===== src/cblm_pkg.sv =====
// Shared types, constants and helper functions for the CAN bus load meter.
// Used by the datapath, the controller, the divider and the top level.
`timescale 1ns / 1ps
`default_nettype none

package cblm_pkg;

   localparam int BUS_COUNT = 2;
   localparam int BUS_IDX_W = (BUS_COUNT > 1) ? $clog2(BUS_COUNT) : 1;
   localparam int SEL_W     = BUS_IDX_W + 1;
   localparam logic [SEL_W-1:0] SEL_LAST = SEL_W'(2 * BUS_COUNT - 1);

   localparam int BUS_A = 0;
   localparam int BUS_B = 1;

   localparam int DATA_W = 32;
   localparam int PCT_W  = 7;
   localparam int RATE_W = 20;
   localparam int WIRE_W = 8;

   localparam logic [RATE_W-1:0] DEFAULT_RATE = RATE_W'(500000);
   localparam logic [PCT_W-1:0]  PCT_MAX      = PCT_W'(100);
   localparam logic [DATA_W-1:0] PCT_SCALE    = DATA_W'(100);

   localparam int DIV_STEPS = DATA_W;
   localparam int DIV_CNT_W = $clog2(DIV_STEPS);

   typedef enum logic [2:0] {
      MODE_RX        = 3'd0,
      MODE_TX        = 3'd1,
      MODE_ROLL      = 3'd2,
      MODE_READ      = 3'd3,
      MODE_SET_DROP  = 3'd4,
      MODE_SET_FAIL  = 3'd5,
      MODE_BUMP_DROP = 3'd6
   } mode_type;

   typedef enum logic [4:0] {
      S_IDLE  = 5'b00001,
      S_EXEC  = 5'b00010,
      S_LOAD  = 5'b00100,
      S_DIV   = 5'b01000,
      S_STORE = 5'b10000
   } state_type;

   typedef struct packed {
      logic             latch;
      logic             apply;
      logic             snap;
      logic             div_start;
      logic             store_pct;
      logic             load_rsp;
      logic [SEL_W-1:0] sel;
   } cmd_type;

   typedef struct packed {
      logic [2:0] mode;
      logic       div_done;
      logic       rsp_free;
   } status_type;

   // Worst-case on-wire bits of one frame, including stuff bits.
   function automatic logic [WIRE_W-1:0] wire_bits(input logic [3:0] dlc,
                                                   input logic       ext);
      logic [3:0]        d;
      logic [WIRE_W-1:0] pay;
      logic [WIRE_W-1:0] stuff;
      d   = (dlc > 4'd8) ? 4'd8 : dlc;
      pay = {1'b0, d, 3'b000};
      if (ext) begin
         stuff = (WIRE_W'(53) + pay) >> 2;
         return WIRE_W'(67) + pay + stuff;
      end
      stuff = (WIRE_W'(33) + pay) >> 2;
      return WIRE_W'(47) + pay + stuff;
   endfunction

endpackage

`default_nettype wire


===== src/cblm_divider.sv =====
// Serial restoring divider, one quotient bit per clock.
// Depends on cblm_pkg for the operand widths.
`timescale 1ns / 1ps
`default_nettype none

module cblm_divider (
   input  wire logic                          clock,
   input  wire logic                          reset,
   input  wire logic                          start,
   input  wire logic [cblm_pkg::DATA_W-1:0]   dividend,
   input  wire logic [cblm_pkg::RATE_W-1:0]   divisor,
   output logic                               done,
   output logic      [cblm_pkg::DATA_W-1:0]   quotient
);
   import cblm_pkg::*;

   logic                 busy_ff, busy_in;
   logic                 done_ff, done_in;
   logic [DIV_CNT_W-1:0] cnt_ff, cnt_in;
   logic [RATE_W-1:0]    rem_ff, rem_in;
   logic [DATA_W-1:0]    quo_ff, quo_in;
   logic [RATE_W-1:0]    dvs_ff, dvs_in;
   logic [RATE_W:0]      trial;
   logic                 fits;

   assign trial = {rem_ff, quo_ff[DATA_W-1]};
   assign fits  = trial >= {1'b0, dvs_ff};

   always_comb begin
      busy_in = busy_ff;
      done_in = done_ff;
      cnt_in  = cnt_ff;
      rem_in  = rem_ff;
      quo_in  = quo_ff;
      dvs_in  = dvs_ff;
      if (start) begin
         busy_in = 1'b1;
         done_in = 1'b0;
         cnt_in  = '0;
         rem_in  = '0;
         quo_in  = dividend;
         dvs_in  = divisor;
      end else if (busy_ff) begin
         rem_in = fits ? RATE_W'(trial - {1'b0, dvs_ff}) : RATE_W'(trial);
         quo_in = {quo_ff[DATA_W-2:0], fits};
         cnt_in = cnt_ff + DIV_CNT_W'(1);
         if (cnt_ff == DIV_CNT_W'(DIV_STEPS - 1)) begin
            busy_in = 1'b0;
            done_in = 1'b1;
         end
      end
   end

   always_ff @(posedge clock) begin
      if (reset) begin
         busy_ff <= 1'b0;
         done_ff <= 1'b0;
         cnt_ff  <= '0;
      end else begin
         busy_ff <= busy_in;
         done_ff <= done_in;
         cnt_ff  <= cnt_in;
      end
      rem_ff <= rem_in;
      quo_ff <= quo_in;
      dvs_ff <= dvs_in;
   end

   assign done     = done_ff;
   assign quotient = quo_ff;

endmodule

`default_nettype wire


===== src/cblm_datapath.sv =====
// Datapath: item register, per-bus accumulators, window and counter stores,
// rate register, percent divider and response register. Uses cblm_pkg.
`timescale 1ns / 1ps
`default_nettype none

module cblm_datapath (
   input  wire logic                         clock,
   input  wire logic                         reset,
   input  wire cblm_pkg::cmd_type            cmd,
   output cblm_pkg::status_type              status,
   input  wire logic [3:0]                   req_tuser,
   input  wire logic [39:0]                  req_tdata,
   input  wire logic                         csr_valid,
   input  wire logic [cblm_pkg::RATE_W-1:0]  csr_data,
   output logic                              rsp_tvalid,
   input  wire logic                         rsp_tready,
   output logic      [207:0]                 rsp_tdata
);
   import cblm_pkg::*;

   logic [2:0]        mode_ff;
   logic              bus_ff;
   logic [3:0]        dlc_ff;
   logic              ext_ff;
   logic [DATA_W-1:0] value_ff;
   logic              ov0_ff;
   logic              ov1_ff;

   logic [RATE_W-1:0] rate_ff;

   logic [DATA_W-1:0] rx_bit_acc_ff     [BUS_COUNT];
   logic [DATA_W-1:0] tx_bit_acc_ff     [BUS_COUNT];
   logic [DATA_W-1:0] rx_frame_acc_ff   [BUS_COUNT];
   logic [DATA_W-1:0] tx_frame_acc_ff   [BUS_COUNT];
   logic [DATA_W-1:0] rx_bits_win_ff    [BUS_COUNT];
   logic [DATA_W-1:0] tx_bits_win_ff    [BUS_COUNT];
   logic [DATA_W-1:0] rx_fcnt_win_ff    [BUS_COUNT];
   logic [DATA_W-1:0] tx_fcnt_win_ff    [BUS_COUNT];
   logic [PCT_W-1:0]  rx_pct_win_ff     [BUS_COUNT];
   logic [PCT_W-1:0]  tx_pct_win_ff     [BUS_COUNT];
   logic [DATA_W-1:0] drop_count_ff     [BUS_COUNT];
   logic [DATA_W-1:0] fail_count_ff     [BUS_COUNT];

   logic              rsp_valid_ff;
   logic [207:0]      rsp_data_ff;

   logic [BUS_IDX_W-1:0] bus_idx;
   logic                 bus_ok;
   logic [DATA_W-1:0]    frame_bits;
   logic [RATE_W-1:0]    rate_eff;
   logic [BUS_IDX_W-1:0] div_bus;
   logic                 div_tx;
   logic [DATA_W-1:0]    div_bits;
   logic [DATA_W-1:0]    dividend;
   logic                 div_done;
   logic [DATA_W-1:0]    quotient;
   logic [PCT_W-1:0]     pct;
   logic                 rsp_free;

   assign bus_idx    = BUS_IDX_W'(bus_ff);
   assign bus_ok     = 32'(bus_ff) < 32'(BUS_COUNT);
   assign frame_bits = DATA_W'(wire_bits(dlc_ff, ext_ff));
   assign rate_eff   = (rate_ff == '0) ? DEFAULT_RATE : rate_ff;
   assign div_bus    = cmd.sel[SEL_W-1:1];
   assign div_tx     = cmd.sel[0];
   assign div_bits   = div_tx ? tx_bits_win_ff[div_bus] : rx_bits_win_ff[div_bus];
   assign dividend   = div_bits * PCT_SCALE + DATA_W'(rate_eff >> 1);
   assign pct        = (quotient > DATA_W'(PCT_MAX)) ? PCT_MAX : quotient[PCT_W-1:0];
   assign rsp_free   = !rsp_valid_ff || rsp_tready;

   cblm_divider u_divider (
      .clock    (clock),
      .reset    (reset),
      .start    (cmd.div_start),
      .dividend (dividend),
      .divisor  (rate_eff),
      .done     (div_done),
      .quotient (quotient)
   );

   always_ff @(posedge clock) begin
      if (cmd.latch) begin
         mode_ff  <= req_tuser[2:0];
         bus_ff   <= req_tuser[3];
         dlc_ff   <= req_tdata[3:0];
         ext_ff   <= req_tdata[4];
         value_ff <= req_tdata[36:5];
         ov0_ff   <= req_tdata[37];
         ov1_ff   <= req_tdata[38];
      end
   end

   always_ff @(posedge clock) begin
      if (reset) begin
         rate_ff <= DEFAULT_RATE;
      end else if (csr_valid) begin
         rate_ff <= csr_data;
      end
   end

   always_ff @(posedge clock) begin
      if (reset) begin
         for (int i = 0; i < BUS_COUNT; i++) begin
            rx_bit_acc_ff[i]    <= '0;
            tx_bit_acc_ff[i]    <= '0;
            rx_frame_acc_ff[i]  <= '0;
            tx_frame_acc_ff[i]  <= '0;
            rx_bits_win_ff[i]   <= '0;
            tx_bits_win_ff[i]   <= '0;
            rx_fcnt_win_ff[i]   <= '0;
            tx_fcnt_win_ff[i]   <= '0;
            rx_pct_win_ff[i]    <= '0;
            tx_pct_win_ff[i]    <= '0;
            drop_count_ff[i]    <= '0;
            fail_count_ff[i]    <= '0;
         end
      end else begin
         if (cmd.apply) begin
            unique case (mode_ff)
               MODE_RX: begin
                  if (bus_ok) begin
                     rx_bit_acc_ff[bus_idx]   <= rx_bit_acc_ff[bus_idx] + frame_bits;
                     rx_frame_acc_ff[bus_idx] <= rx_frame_acc_ff[bus_idx] + DATA_W'(1);
                  end
               end
               MODE_TX: begin
                  if (bus_ok) begin
                     tx_bit_acc_ff[bus_idx]   <= tx_bit_acc_ff[bus_idx] + frame_bits;
                     tx_frame_acc_ff[bus_idx] <= tx_frame_acc_ff[bus_idx] + DATA_W'(1);
                  end
               end
               MODE_SET_DROP: begin
                  if (BUS_A < BUS_COUNT) begin
                     drop_count_ff[BUS_IDX_W'(BUS_A)] <= value_ff;
                  end
               end
               MODE_SET_FAIL: begin
                  if (BUS_A < BUS_COUNT) begin
                     fail_count_ff[BUS_IDX_W'(BUS_A)] <= value_ff;
                  end
               end
               MODE_BUMP_DROP: begin
                  if (BUS_B < BUS_COUNT) begin
                     drop_count_ff[BUS_IDX_W'(BUS_B)] <= drop_count_ff[BUS_IDX_W'(BUS_B)]
                        + DATA_W'(ov0_ff) + DATA_W'(ov1_ff);
                  end
               end
               default: begin
               end
            endcase
         end
         if (cmd.snap) begin
            for (int i = 0; i < BUS_COUNT; i++) begin
               rx_bits_win_ff[i]   <= rx_bit_acc_ff[i];
               tx_bits_win_ff[i]   <= tx_bit_acc_ff[i];
               rx_fcnt_win_ff[i]   <= rx_frame_acc_ff[i];
               tx_fcnt_win_ff[i]   <= tx_frame_acc_ff[i];
               rx_bit_acc_ff[i]    <= '0;
               tx_bit_acc_ff[i]    <= '0;
               rx_frame_acc_ff[i]  <= '0;
               tx_frame_acc_ff[i]  <= '0;
            end
         end
         if (cmd.store_pct) begin
            if (div_tx) begin
               tx_pct_win_ff[div_bus] <= pct;
            end else begin
               rx_pct_win_ff[div_bus] <= pct;
            end
         end
      end
   end

   always_ff @(posedge clock) begin
      if (reset) begin
         rsp_valid_ff <= 1'b0;
      end else if (cmd.load_rsp) begin
         rsp_valid_ff <= 1'b1;
      end else if (rsp_tready) begin
         rsp_valid_ff <= 1'b0;
      end
   end

   always_ff @(posedge clock) begin
      if (cmd.load_rsp) begin
         if (bus_ok) begin
            rsp_data_ff <= {2'b00,
                            fail_count_ff[bus_idx],
                            drop_count_ff[bus_idx],
                            tx_fcnt_win_ff[bus_idx],
                            rx_fcnt_win_ff[bus_idx],
                            tx_bits_win_ff[bus_idx],
                            rx_bits_win_ff[bus_idx],
                            tx_pct_win_ff[bus_idx],
                            rx_pct_win_ff[bus_idx]};
         end else begin
            rsp_data_ff <= '0;
         end
      end
   end

   assign status.mode     = mode_ff;
   assign status.div_done = div_done;
   assign status.rsp_free = rsp_free;
   assign rsp_tvalid      = rsp_valid_ff;
   assign rsp_tdata       = rsp_data_ff;

endmodule

`default_nettype wire


===== src/cblm_ctrl.sv =====
// Controller state machine: sequences item execution and the window roll.
// Talks to cblm_datapath only through cblm_pkg command and status structs.
`timescale 1ns / 1ps
`default_nettype none

module cblm_ctrl (
   input  wire logic                  clock,
   input  wire logic                  reset,
   input  wire logic                  req_tvalid,
   output logic                       req_tready,
   input  wire cblm_pkg::status_type  status,
   output cblm_pkg::cmd_type          cmd
);
   import cblm_pkg::*;

   state_type        state_ff, state_in;
   logic [SEL_W-1:0] sel_ff, sel_in;

   always_comb begin
      state_in      = state_ff;
      sel_in        = sel_ff;
      cmd           = '0;
      cmd.sel       = sel_ff;
      req_tready    = 1'b0;
      unique case (state_ff)
         S_IDLE: begin
            req_tready = 1'b1;
            if (req_tvalid) begin
               cmd.latch = 1'b1;
               state_in  = S_EXEC;
            end
         end
         S_EXEC: begin
            priority if (status.mode == MODE_READ) begin
               if (status.rsp_free) begin
                  cmd.load_rsp = 1'b1;
                  state_in     = S_IDLE;
               end
            end else if (status.mode == MODE_ROLL) begin
               cmd.snap = 1'b1;
               sel_in   = '0;
               state_in = S_LOAD;
            end else begin
               cmd.apply = 1'b1;
               state_in  = S_IDLE;
            end
         end
         S_LOAD: begin
            cmd.div_start = 1'b1;
            state_in      = S_DIV;
         end
         S_DIV: begin
            if (status.div_done) begin
               state_in = S_STORE;
            end
         end
         S_STORE: begin
            cmd.store_pct = 1'b1;
            if (sel_ff == SEL_LAST) begin
               state_in = S_IDLE;
            end else begin
               sel_in   = sel_ff + SEL_W'(1);
               state_in = S_LOAD;
            end
         end
         default: begin
            state_in = S_IDLE;
         end
      endcase
   end

   always_ff @(posedge clock) begin
      if (reset) begin
         state_ff <= S_IDLE;
         sel_ff   <= '0;
      end else begin
         state_ff <= state_in;
         sel_ff   <= sel_in;
      end
   end

endmodule

`default_nettype wire


===== src/can_bus_load_meter.sv =====
// Top level of the CAN bus load meter: joins the controller and the datapath.
// Depends on cblm_pkg, cblm_ctrl, cblm_datapath and cblm_divider.
`timescale 1ns / 1ps
`default_nettype none

// One item is taken at a time. Each word is captured on acceptance and then
// executed; a read is loaded into the response register once that register is
// free, waits there until it is taken, and the next word is accepted while it
// waits. A roll-window word snapshots the windows and then, for each bus and
// direction, runs the serial restoring divider, which computes each rounded
// percentage one quotient bit per cycle. A rate of zero is used as 500000 bps.
module can_bus_load_meter (
   input  wire logic          clock,
   input  wire logic          reset,
   input  wire logic          req_tvalid,
   output logic               req_tready,
   input  wire logic [3:0]    req_tuser,  // mode[2:0], bus[3]
   input  wire logic [39:0]   req_tdata,  // dlc, ext_id, value, overflow_fifo0,
                                          // overflow_fifo1, zero pad
   output logic               rsp_tvalid,
   input  wire logic          rsp_tready,
   output logic      [207:0]  rsp_tdata,  // rx_pct, tx_pct, rx_bits, tx_bits,
                                          // rx_frame_cnt, tx_frame_cnt, rx_drops,
                                          // tx_failures, zero pad
   input  wire logic          csr_valid,
   output logic               csr_ready,
   input  wire logic [19:0]   csr_data
);
   import cblm_pkg::*;

   cmd_type    cmd;
   status_type status;

   assign csr_ready = 1'b1;

   cblm_ctrl u_ctrl (
      .clock      (clock),
      .reset      (reset),
      .req_tvalid (req_tvalid),
      .req_tready (req_tready),
      .status     (status),
      .cmd        (cmd)
   );

   cblm_datapath u_datapath (
      .clock      (clock),
      .reset      (reset),
      .cmd        (cmd),
      .status     (status),
      .req_tuser  (req_tuser),
      .req_tdata  (req_tdata),
      .csr_valid  (csr_valid),
      .csr_data   (csr_data),
      .rsp_tvalid (rsp_tvalid),
      .rsp_tready (rsp_tready),
      .rsp_tdata  (rsp_tdata)
   );

   a_rsp_no_overwrite: assert property (@(posedge clock) disable iff (reset)
      cmd.load_rsp |-> status.rsp_free)
      else $error("response register loaded while a word is still pending");

   a_one_at_a_time: assert property (@(posedge clock) disable iff (reset)
      (req_tvalid && req_tready) |=> !req_tready)
      else $error("input accepted while the previous word is executing");

   a_div_restart: assert property (@(posedge clock) disable iff (reset)
      cmd.div_start |=> !status.div_done)
      else $error("divider done flag not cleared on start");

   a_rsp_source: assert property (@(posedge clock) disable iff (reset)
      $rose(rsp_tvalid) |-> $past(cmd.load_rsp))
      else $error("response valid raised without a read");

endmodule

`default_nettype wire


===== config.mk =====
export PLATFORM = sky130hd
export DESIGN_NAME = can_bus_load_meter
export DESIGN_NICKNAME = d
export VERILOG_FILES = /design/src/cblm_pkg.sv /design/src/cblm_divider.sv /design/src/cblm_datapath.sv /design/src/cblm_ctrl.sv /design/src/can_bus_load_meter.sv
export SDC_FILE = /design/constraint.sdc
export NUM_CORES = 2
export LEC_CHECK = 0
export ABC_AREA = 1
export BUFFER_PORTS_ARGS = -buffer_cell sky130_fd_sc_hd__buf_2
export CAP_MARGIN = 30
export CORE_MARGIN = 4
export CORE_UTILIZATION = 50
export CTS_CLUSTER_SIZE = 20
export DETAILED_ROUTE_END_ITERATION = 12
export PLACE_DENSITY = 0.67
export SLEW_MARGIN = 10
export SYNTH_ARGS = -nofsm -noshare
export SYNTH_HDL_FRONTEND = slang
export SYNTH_HIERARCHICAL = 1
export SYNTH_SLANG_ARGS = --single-unit

===== constraint.sdc =====
create_clock -name clock -period 19 [get_ports clock]
set_input_delay 0.95 -clock clock [delete_from_list [all_inputs] [get_ports clock]]
set_output_delay 0.95 -clock clock [all_outputs]
set_load 0.005 [all_outputs]

After elaboration in Yosys (flattened, before gate mapping):

Memory sizes are Yosys's and may differ from the RTL's. A register that Yosys moved wholly into a read port is not among the register bits.
Cells that the tools add are included.

* bits in registers: 150
* latch bits: 0
* bits in writable memories: 668
* ROM bits: 0
* input bits: 69
* output and inout bits: 211
* word-level logic and storage cells: 221
* memories kept: 12

* add/sub/neg operators: 16
* multipliers: 1
* div/mod/pow operators: 0
* order comparisons: 3
* eq/ne operators: 19
* shift-type cells: 0
* muxes and demuxes: 116
* bitwise operators: 19
* reductions and logical operators: 17

Memory list
* u_datapath.drop_count_ff: depth 2, bits a word 32, rd ports 2, clocked after memory_dff 1, write ports 2, RTL line cblm_datapath.sv:41 `logic [DATA_W-1:0] drop_count_ff [BUS_COUNT];`
* u_datapath.fail_count_ff: depth 2, bits a word 32, rd ports 1, clocked after memory_dff 1, write ports 2, RTL line cblm_datapath.sv:42 `logic [DATA_W-1:0] fail_count_ff [BUS_COUNT];`
* u_datapath.rx_bit_acc_ff: depth 2, bits a word 32, rd ports 3, clocked after memory_dff 1, write ports 2, RTL line cblm_datapath.sv:31 `logic [DATA_W-1:0] rx_bit_acc_ff [BUS_COUNT];`
* u_datapath.rx_bits_win_ff: depth 2, bits a word 32, rd ports 2, clocked after memory_dff 2, write ports 2, RTL line cblm_datapath.sv:35 `logic [DATA_W-1:0] rx_bits_win_ff [BUS_COUNT];`
* u_datapath.rx_fcnt_win_ff: depth 2, bits a word 32, rd ports 1, clocked after memory_dff 1, write ports 2, RTL line cblm_datapath.sv:37 `logic [DATA_W-1:0] rx_fcnt_win_ff [BUS_COUNT];`
* u_datapath.rx_frame_acc_ff: depth 2, bits a word 32, rd ports 3, clocked after memory_dff 1, write ports 2, RTL line cblm_datapath.sv:33 `logic [DATA_W-1:0] rx_frame_acc_ff [BUS_COUNT];`
* 6 more memories

Operators with widths (number)
* $mux 32: 26
* $reduce_or 32->1: 4
* $mux 1: 69
* $add 32x1->32: 2
* $add 32x1->32 const B: 2
* $add 32x8->32: 2
* $mux 20: 2
* $add 32x19->32: 1
* $gt 32x7->1 const B: 1
* $mul 32x5->30 const B: 1
* $pmux 5 s5: 1
* $add 6x7->8 const A: 3
* $ge 21x20->1: 1
* $mux 7: 3
* $logic_not 20->1: 1
* $mux 5: 4
* $sub 20x20->20: 1
* $or 1x1->1: 19
* $add 8x6->8: 2
* $mux 8: 2
* $reduce_or 7->1: 2
* $eq 5x5->1 const B: 2
* $mux 2: 5
* $eq 3x3->1 const B: 3
* 25 further kinds: 32

Longest topological paths before layout:

* word-level depth: 9
* gate-level depth with buffers: 34
* mapped depth without buffers: 31

Modules after synthesis:

Netlist, hierarchy kept.

By module, submodules not included
* cblm_datapath: times used 1, cells an instance 4864, area an instance 46161.8 µm²
* cblm_divider: times used 1, cells an instance 616, area an instance 4710.8 µm²
* cblm_ctrl: times used 1, cells an instance 75, area an instance 470.5 µm²
* can_bus_load_meter: times used 1, cells an instance 2, area an instance 11.3 µm²

Worst setup path after synthesis:

Ideal clock, no wire load.

* path kind: in2reg
* start: in rsp_tready
* end: reg u_datapath.rsp_data_ff[0], in the netlist u_datapath/rsp_tdata[0] (read register of u_datapath.rx_pct_win_ff), enable pin
* library setup time: 780 ps
* arrival time: 9678 ps
* setup slack: 8542 ps
* stages: 5
* buffers on the path: 1
* path through: inv_1 -> nand2_1 -> buf_4 -> inv_1 -> nor2_1

RTL lines
* start: declaration: RTL line can_bus_load_meter.sv:21 `input wire logic rsp_tready,`
* end: declaration: RTL line cblm_datapath.sv:45 `logic [207:0] rsp_data_ff;`

Final worst setup path:

* start: reg u_ctrl.sel_ff[0]
* end: reg u_datapath.u_divider.quo_ff[31], in the netlist u_datapath/u_divider/quotient[31], data pin

* longest elaborated chain between the ends: 4

RTL lines
* start: declaration: RTL line cblm_ctrl.sv:17 `logic [SEL_W-1:0] sel_ff, sel_in;`
* start signal: assignment: RTL line cblm_ctrl.sv:78 `sel_ff <= sel_in;`
* $mux 32: RTL line cblm_datapath.sv:66 `assign div_bits = div_tx ? tx_bits_win_ff[div_bus] : rx_bits_win_ff[div_bus];`
* $mul 32x5->30: RTL line cblm_datapath.sv:67 `assign dividend = div_bits * PCT_SCALE + DATA_W'(rate_eff >> 1);`
* $add 32x19->32: RTL line cblm_datapath.sv:67
* named net u_datapath.dividend[31]: RTL line cblm_datapath.sv:54 `logic [DATA_W-1:0] dividend;`
* $mux 32: RTL line cblm_divider.sv:36 `if (start) begin`
* named net u_datapath.u_divider.quo_in[31]: RTL line cblm_divider.sv:21 `logic [DATA_W-1:0] quo_ff, quo_in;`
* end signal: assignment: RTL line cblm_divider.sv:65 `quo_ff <= quo_in;`
* end: declaration: RTL line cblm_divider.sv:21

The timed path passes the listed nets, and every way through them passes these cells.
A chain may end at the register's enable or synchronous reset.

==> results.py <==
metrics = {
    "placement": {
        "hpwlAfterDp_um": 86000,
        "gp_routability_congestion": 0.888,
        "dp_slack_ns": 12.44,
        "port_buffers": 275,
    },
    "die": {
        "floorplan.rows": 117,
        "ports": 280,
        "floorplan.die_area_sq_um": 108000,
        "initial_utilization_pct": 50.4,
        "dieWidth_um": 328,
        "die_y_um": 328,
        "coreArea_sq_um": 102000,
    },
    "sta": {
        "final.min_clock_period_ns": 6.55,
        "fin_tns_setup_ns": 0,
        "maxSlewViolCount": 0,
        "timing_worst_slew_pin_value_ns": 0.993,
        "finalHoldViolCount": 0,
        "finClkSkew_ns": 0.0242,
        "fin_crit_sh_pct": 34.5,
        "slew_headroom_pct": 33.8,
        "max_freq_mhz": 153,
        "timing.final.ws_setup_ns": 12.45,
        "setup_viol": 0,
        "grt_setup_unrepaired": "false",
    },
    "finish": {
        "finish.net_count": 6024,
        "layout-drive-gt1-share_pct": 11.7,
        "syn2layout_area_growth_pct": 11.4,
    },
    "outcome": {
        "status": "finished clean",
    },
    "synthesis": {
        "number_of_different_library_cells_in_the_post_synthesis_netlist": 64,
        "dominantRegCellSynth": "sky130_fd_sc_hd__edfxtp_1",
        "synth_edf_count": 937,
        "synthesis.yosys.warnings": 6,
        "postSynth.asyncResetShare_pct": 0,
        "syn-mean-instance-area_sq_um": 9.24,
        "synth.cell_area_sq_um": 51400,
        "synthDominantAreaCellType": "sky130_fd_sc_hd__edfxtp_1",
        "synth.top_cells.by_area": "sky130_fd_sc_hd__edfxtp_1 (55%), sky130_fd_sc_hd__nand2_1 (9.7%), sky130_fd_sc_hd__inv_1 (6.5%), sky130_fd_sc_hd__nor2_1 (6.0%), sky130_fd_sc_hd__ha_1 (3.5%)",
        "synth_sequential_area_ratio_pct": 57.0,
        "synth_top_area_share_pct": 54.8,
        "netlist_instances": 5557,
        "yosys_register_bits": 993,
    },
    "power_and_ir_drop": {
        "worst_ir_drop_vdd_v": 0.0000879,
        "power.density_cell_area_nw_per_um2": 92.5,
        "power.leakage_nw": 24.7,
    },
    "detailed_routing": {
        "route.antenna.remaining_nets": 0,
        "routedWlPerCell_um": 17.4,
        "remaining_drc_errors": 0,
        "count_of_vias_placed_by_the_detailed_router": 37100,
        "dr.pass1.iters": 6,
        "routed_wl_um": 126000,
        "number_of_violations_reported_at_the_end_of_detailed_routing_iteration_0": 2619,
        "viasPerCell": 5.13,
    },
    "critical_path": {
        "timing.critical_path.fanout_max": 52,
        "criticalPathCategory": "register to register",
        "worstSetupStartpointType": "register",
        "timing.critical_path.arrival_ns": 6.99,
        "worstPathRequired_ns": 19.44,
        "crit_path_end_kind": "register",
        "cp_slowest_cell": "sky130_fd_sc_hd__buf_4",
        "critical-path-max-stage-delay_ns": 0.55,
        "critPathMostFrequentCell": "sky130_fd_sc_hd__nand2_1",
    },
    "global_routing": {
        "gr-total-overflow": 0,
        "grt_max_degree": 157,
        "number_of_global_route_vias_before_repair": 35900,
        "antenna_found_initial": 3,
        "global_route.usage.total_pct": 23.2,
        "wire_length_of_the_first_global_routing_pass_um": 196000,
    },
    "clock_tree": {
        "post_cts_resized": 0,
        "clkSinkCount": 993,
        "cts_hold_repair.buffers": 0,
        "cts_buffers": 105,
        "postCtsSetupRepairBufs": 0,
        "cts_buffer_depth": 3,
        "cts_tree": "done",
        "worst_setup_hold_path_clk_slew_ns": 0.06,
        "cts_max_level": 3,
        "worst_skew_late_latency_ns": 0.69,
        "cts-root-buf": "sky130_fd_sc_hd__clkbuf_16",
    },
    "job": {
        "maxCapViolCount": 0,
    },
    "worst_hold_path": {
        "hold_path_class": "input pin to register",
    },
}
[per-stage QoR]
step / total power [W] / hold slack, ns / area (sq um) / util [%] / std cells
CTS: 0.00535 / 0.391 / 57200 / 56.1 / 7231
global placement: 0.00330 / 0.455 / 53800 / 52.8 / 7039
floorplan: 0.00313 / 0.443 / 51400 / - / 5558
global route: 0.00555 / 0.409 / 57200 / 56.2 / 7233
finish: 0.00529 / 0.447 / 57200 / 56.2 / 7233
detailed placement: 0.00331 / 0.465 / 53800 / 52.8 / 7041
[final cells by class]
| class | instances | area (sq um) |
|---|---|---|
| Antenna cell | 1 | 2.50 |
| Multi-Input combinational cell | 3448 | 17700 |
| Clock buffer | 127 | 2750 |
| Fill cell | 9164 | 44700 |
| Clock inverter | 63 | 612 |
| Inverter | 922 | 3470 |
| Sequential cell | 993 | 29300 |
| Timing Repair Buffer | 311 | 1720 |
| Tap cell | 1368 | 1710 |
[state kept, by name (all words and copies together) (netlist names), 2 cells and up, named ones only]
register,cells
u_datapath/tx_bits_win_ff,64
u_datapath/u_divider/cnt_ff,5
u_datapath/u_divider/quotient,32
u_datapath/drop_count_ff,64
u_datapath/rx_pct_win_ff,14
u_datapath/rx_fcnt_win_ff,64
u_datapath/rsp_tdata,206
u_datapath/rx_frame_acc_ff,64
u_datapath/rx_bit_acc_ff,64
u_datapath/mode_ff,3
u_datapath/u_divider/dvs_ff,20
u_datapath/tx_frame_acc_ff,64
u_datapath/tx_fcnt_win_ff,64
u_datapath/dlc_ff,4
u_datapath/rate_ff,20
u_datapath/tx_bit_acc_ff,64
u_datapath/u_divider/rem_ff,20
u_datapath/rx_bits_win_ff,64
u_ctrl/state_ff,5
u_datapath/tx_pct_win_ff,14
u_ctrl/sel_ff,2
u_datapath/fail_count_ff,32
u_datapath/value_ff,32
[cells in the mapped netlist, drive strengths merged (49+ instances only)]
master / number
nand2: 1350
edfxtp: 937
inv: 916
nor2: 864
o21ai: 282
a21oi: 196
nand3: 191
clkbuf: 146
ha: 144
xor2: 81
nor3: 72
dfxtp: 56
xnor2: 52
buf: 49
[worst paths after layout]
check | startpoint | endpoint | slack [ns] | cells past startpoint
hold reg to reg | u_datapath/u_divider/rem_ff[12] | u_datapath/u_divider/rem_ff[12] | 0.47 | 2
hold / removal | req_tdata[27] | u_datapath/value_ff[22] | 0.45 | 1
setup / recovery | u_ctrl/sel_ff[0] | u_datapath/u_divider/quotient[31] | 12.45 | 28
setup reg to reg | u_ctrl/sel_ff[0] | u_datapath/u_divider/quotient[31] | 12.45 | 28
[worst max-delay path: cells and delay by family, from the launching register on]
kind / cells / cell delay, ns
DFF: 1 / 0.49
and+or+nand+nor: 14 / 2.11
buffers and inverters: 5 / 0.87
AOI/OAI and AO/OA: 3 / 0.81
adders and majority gates: 5 / 1.84
xor gates and xnor gates: 1 / 0.15
[cell families after synthesis]
| family | Yosys count | synth area share (%) |
|---|---|---|
| XOR/XNOR | 133 | 2.27 |
| multiplexers | 2 | 0.0414 |
| buffers and inverters | 1117 | 8.65 |
| flip-flops | 993 | 57.0 |
| adder cells (fa/ha/maj) | 174 | 4.68 |
| other | 2 | 0.0146 |
| AND/OR/NAND/NOR | 2600 | 21.4 |
| AO/OA/AOI/OAI | 536 | 5.96 |
[power by group]
group	leakage [nW]	internal (W)	total, W	switching (W)
sequential	9.79	0.00246	0.00249	0.0000328
combinational	13.3	0.000243	0.000777	0.000534
clock	1.64	0.00117	0.00202	0.000857
[cells in the final DEF, fill, tap and decap left out, drive strengths merged, types with 4 or more instances in the layout]
cell / instances
o21ai: 282
a31oi: 9
fa: 30
clkbuf: 127
edfxtp: 937
clkinvlp: 6
nor3: 72
a32oi: 19
nand4: 38
a21oi: 196
nand2: 1350
a31o: 4
inv: 921
a21o: 11
dfxtp: 56
bufinv: 10
buf: 311
or2: 20
clkinv: 48
xnor2: 52
xor2: 81
nand3: 191
nor3b: 8
ha: 144
nor2: 864
nand3b: 16
nor4: 33
o21a: 4
[per-layer routing]
layer / part of all wire [%] / global-route usage (%) / vias up
met2: 48 / 39.6 / 963
li1: - / - / 18400
met3: 5.5 / 3.32 / 239
met1: 42 / 30.0 / 17600
met5: 0 / 0 / -
met4: 3.7 / 8.83 / 0
Note: power is estimated with default switching activity, not from simulation.
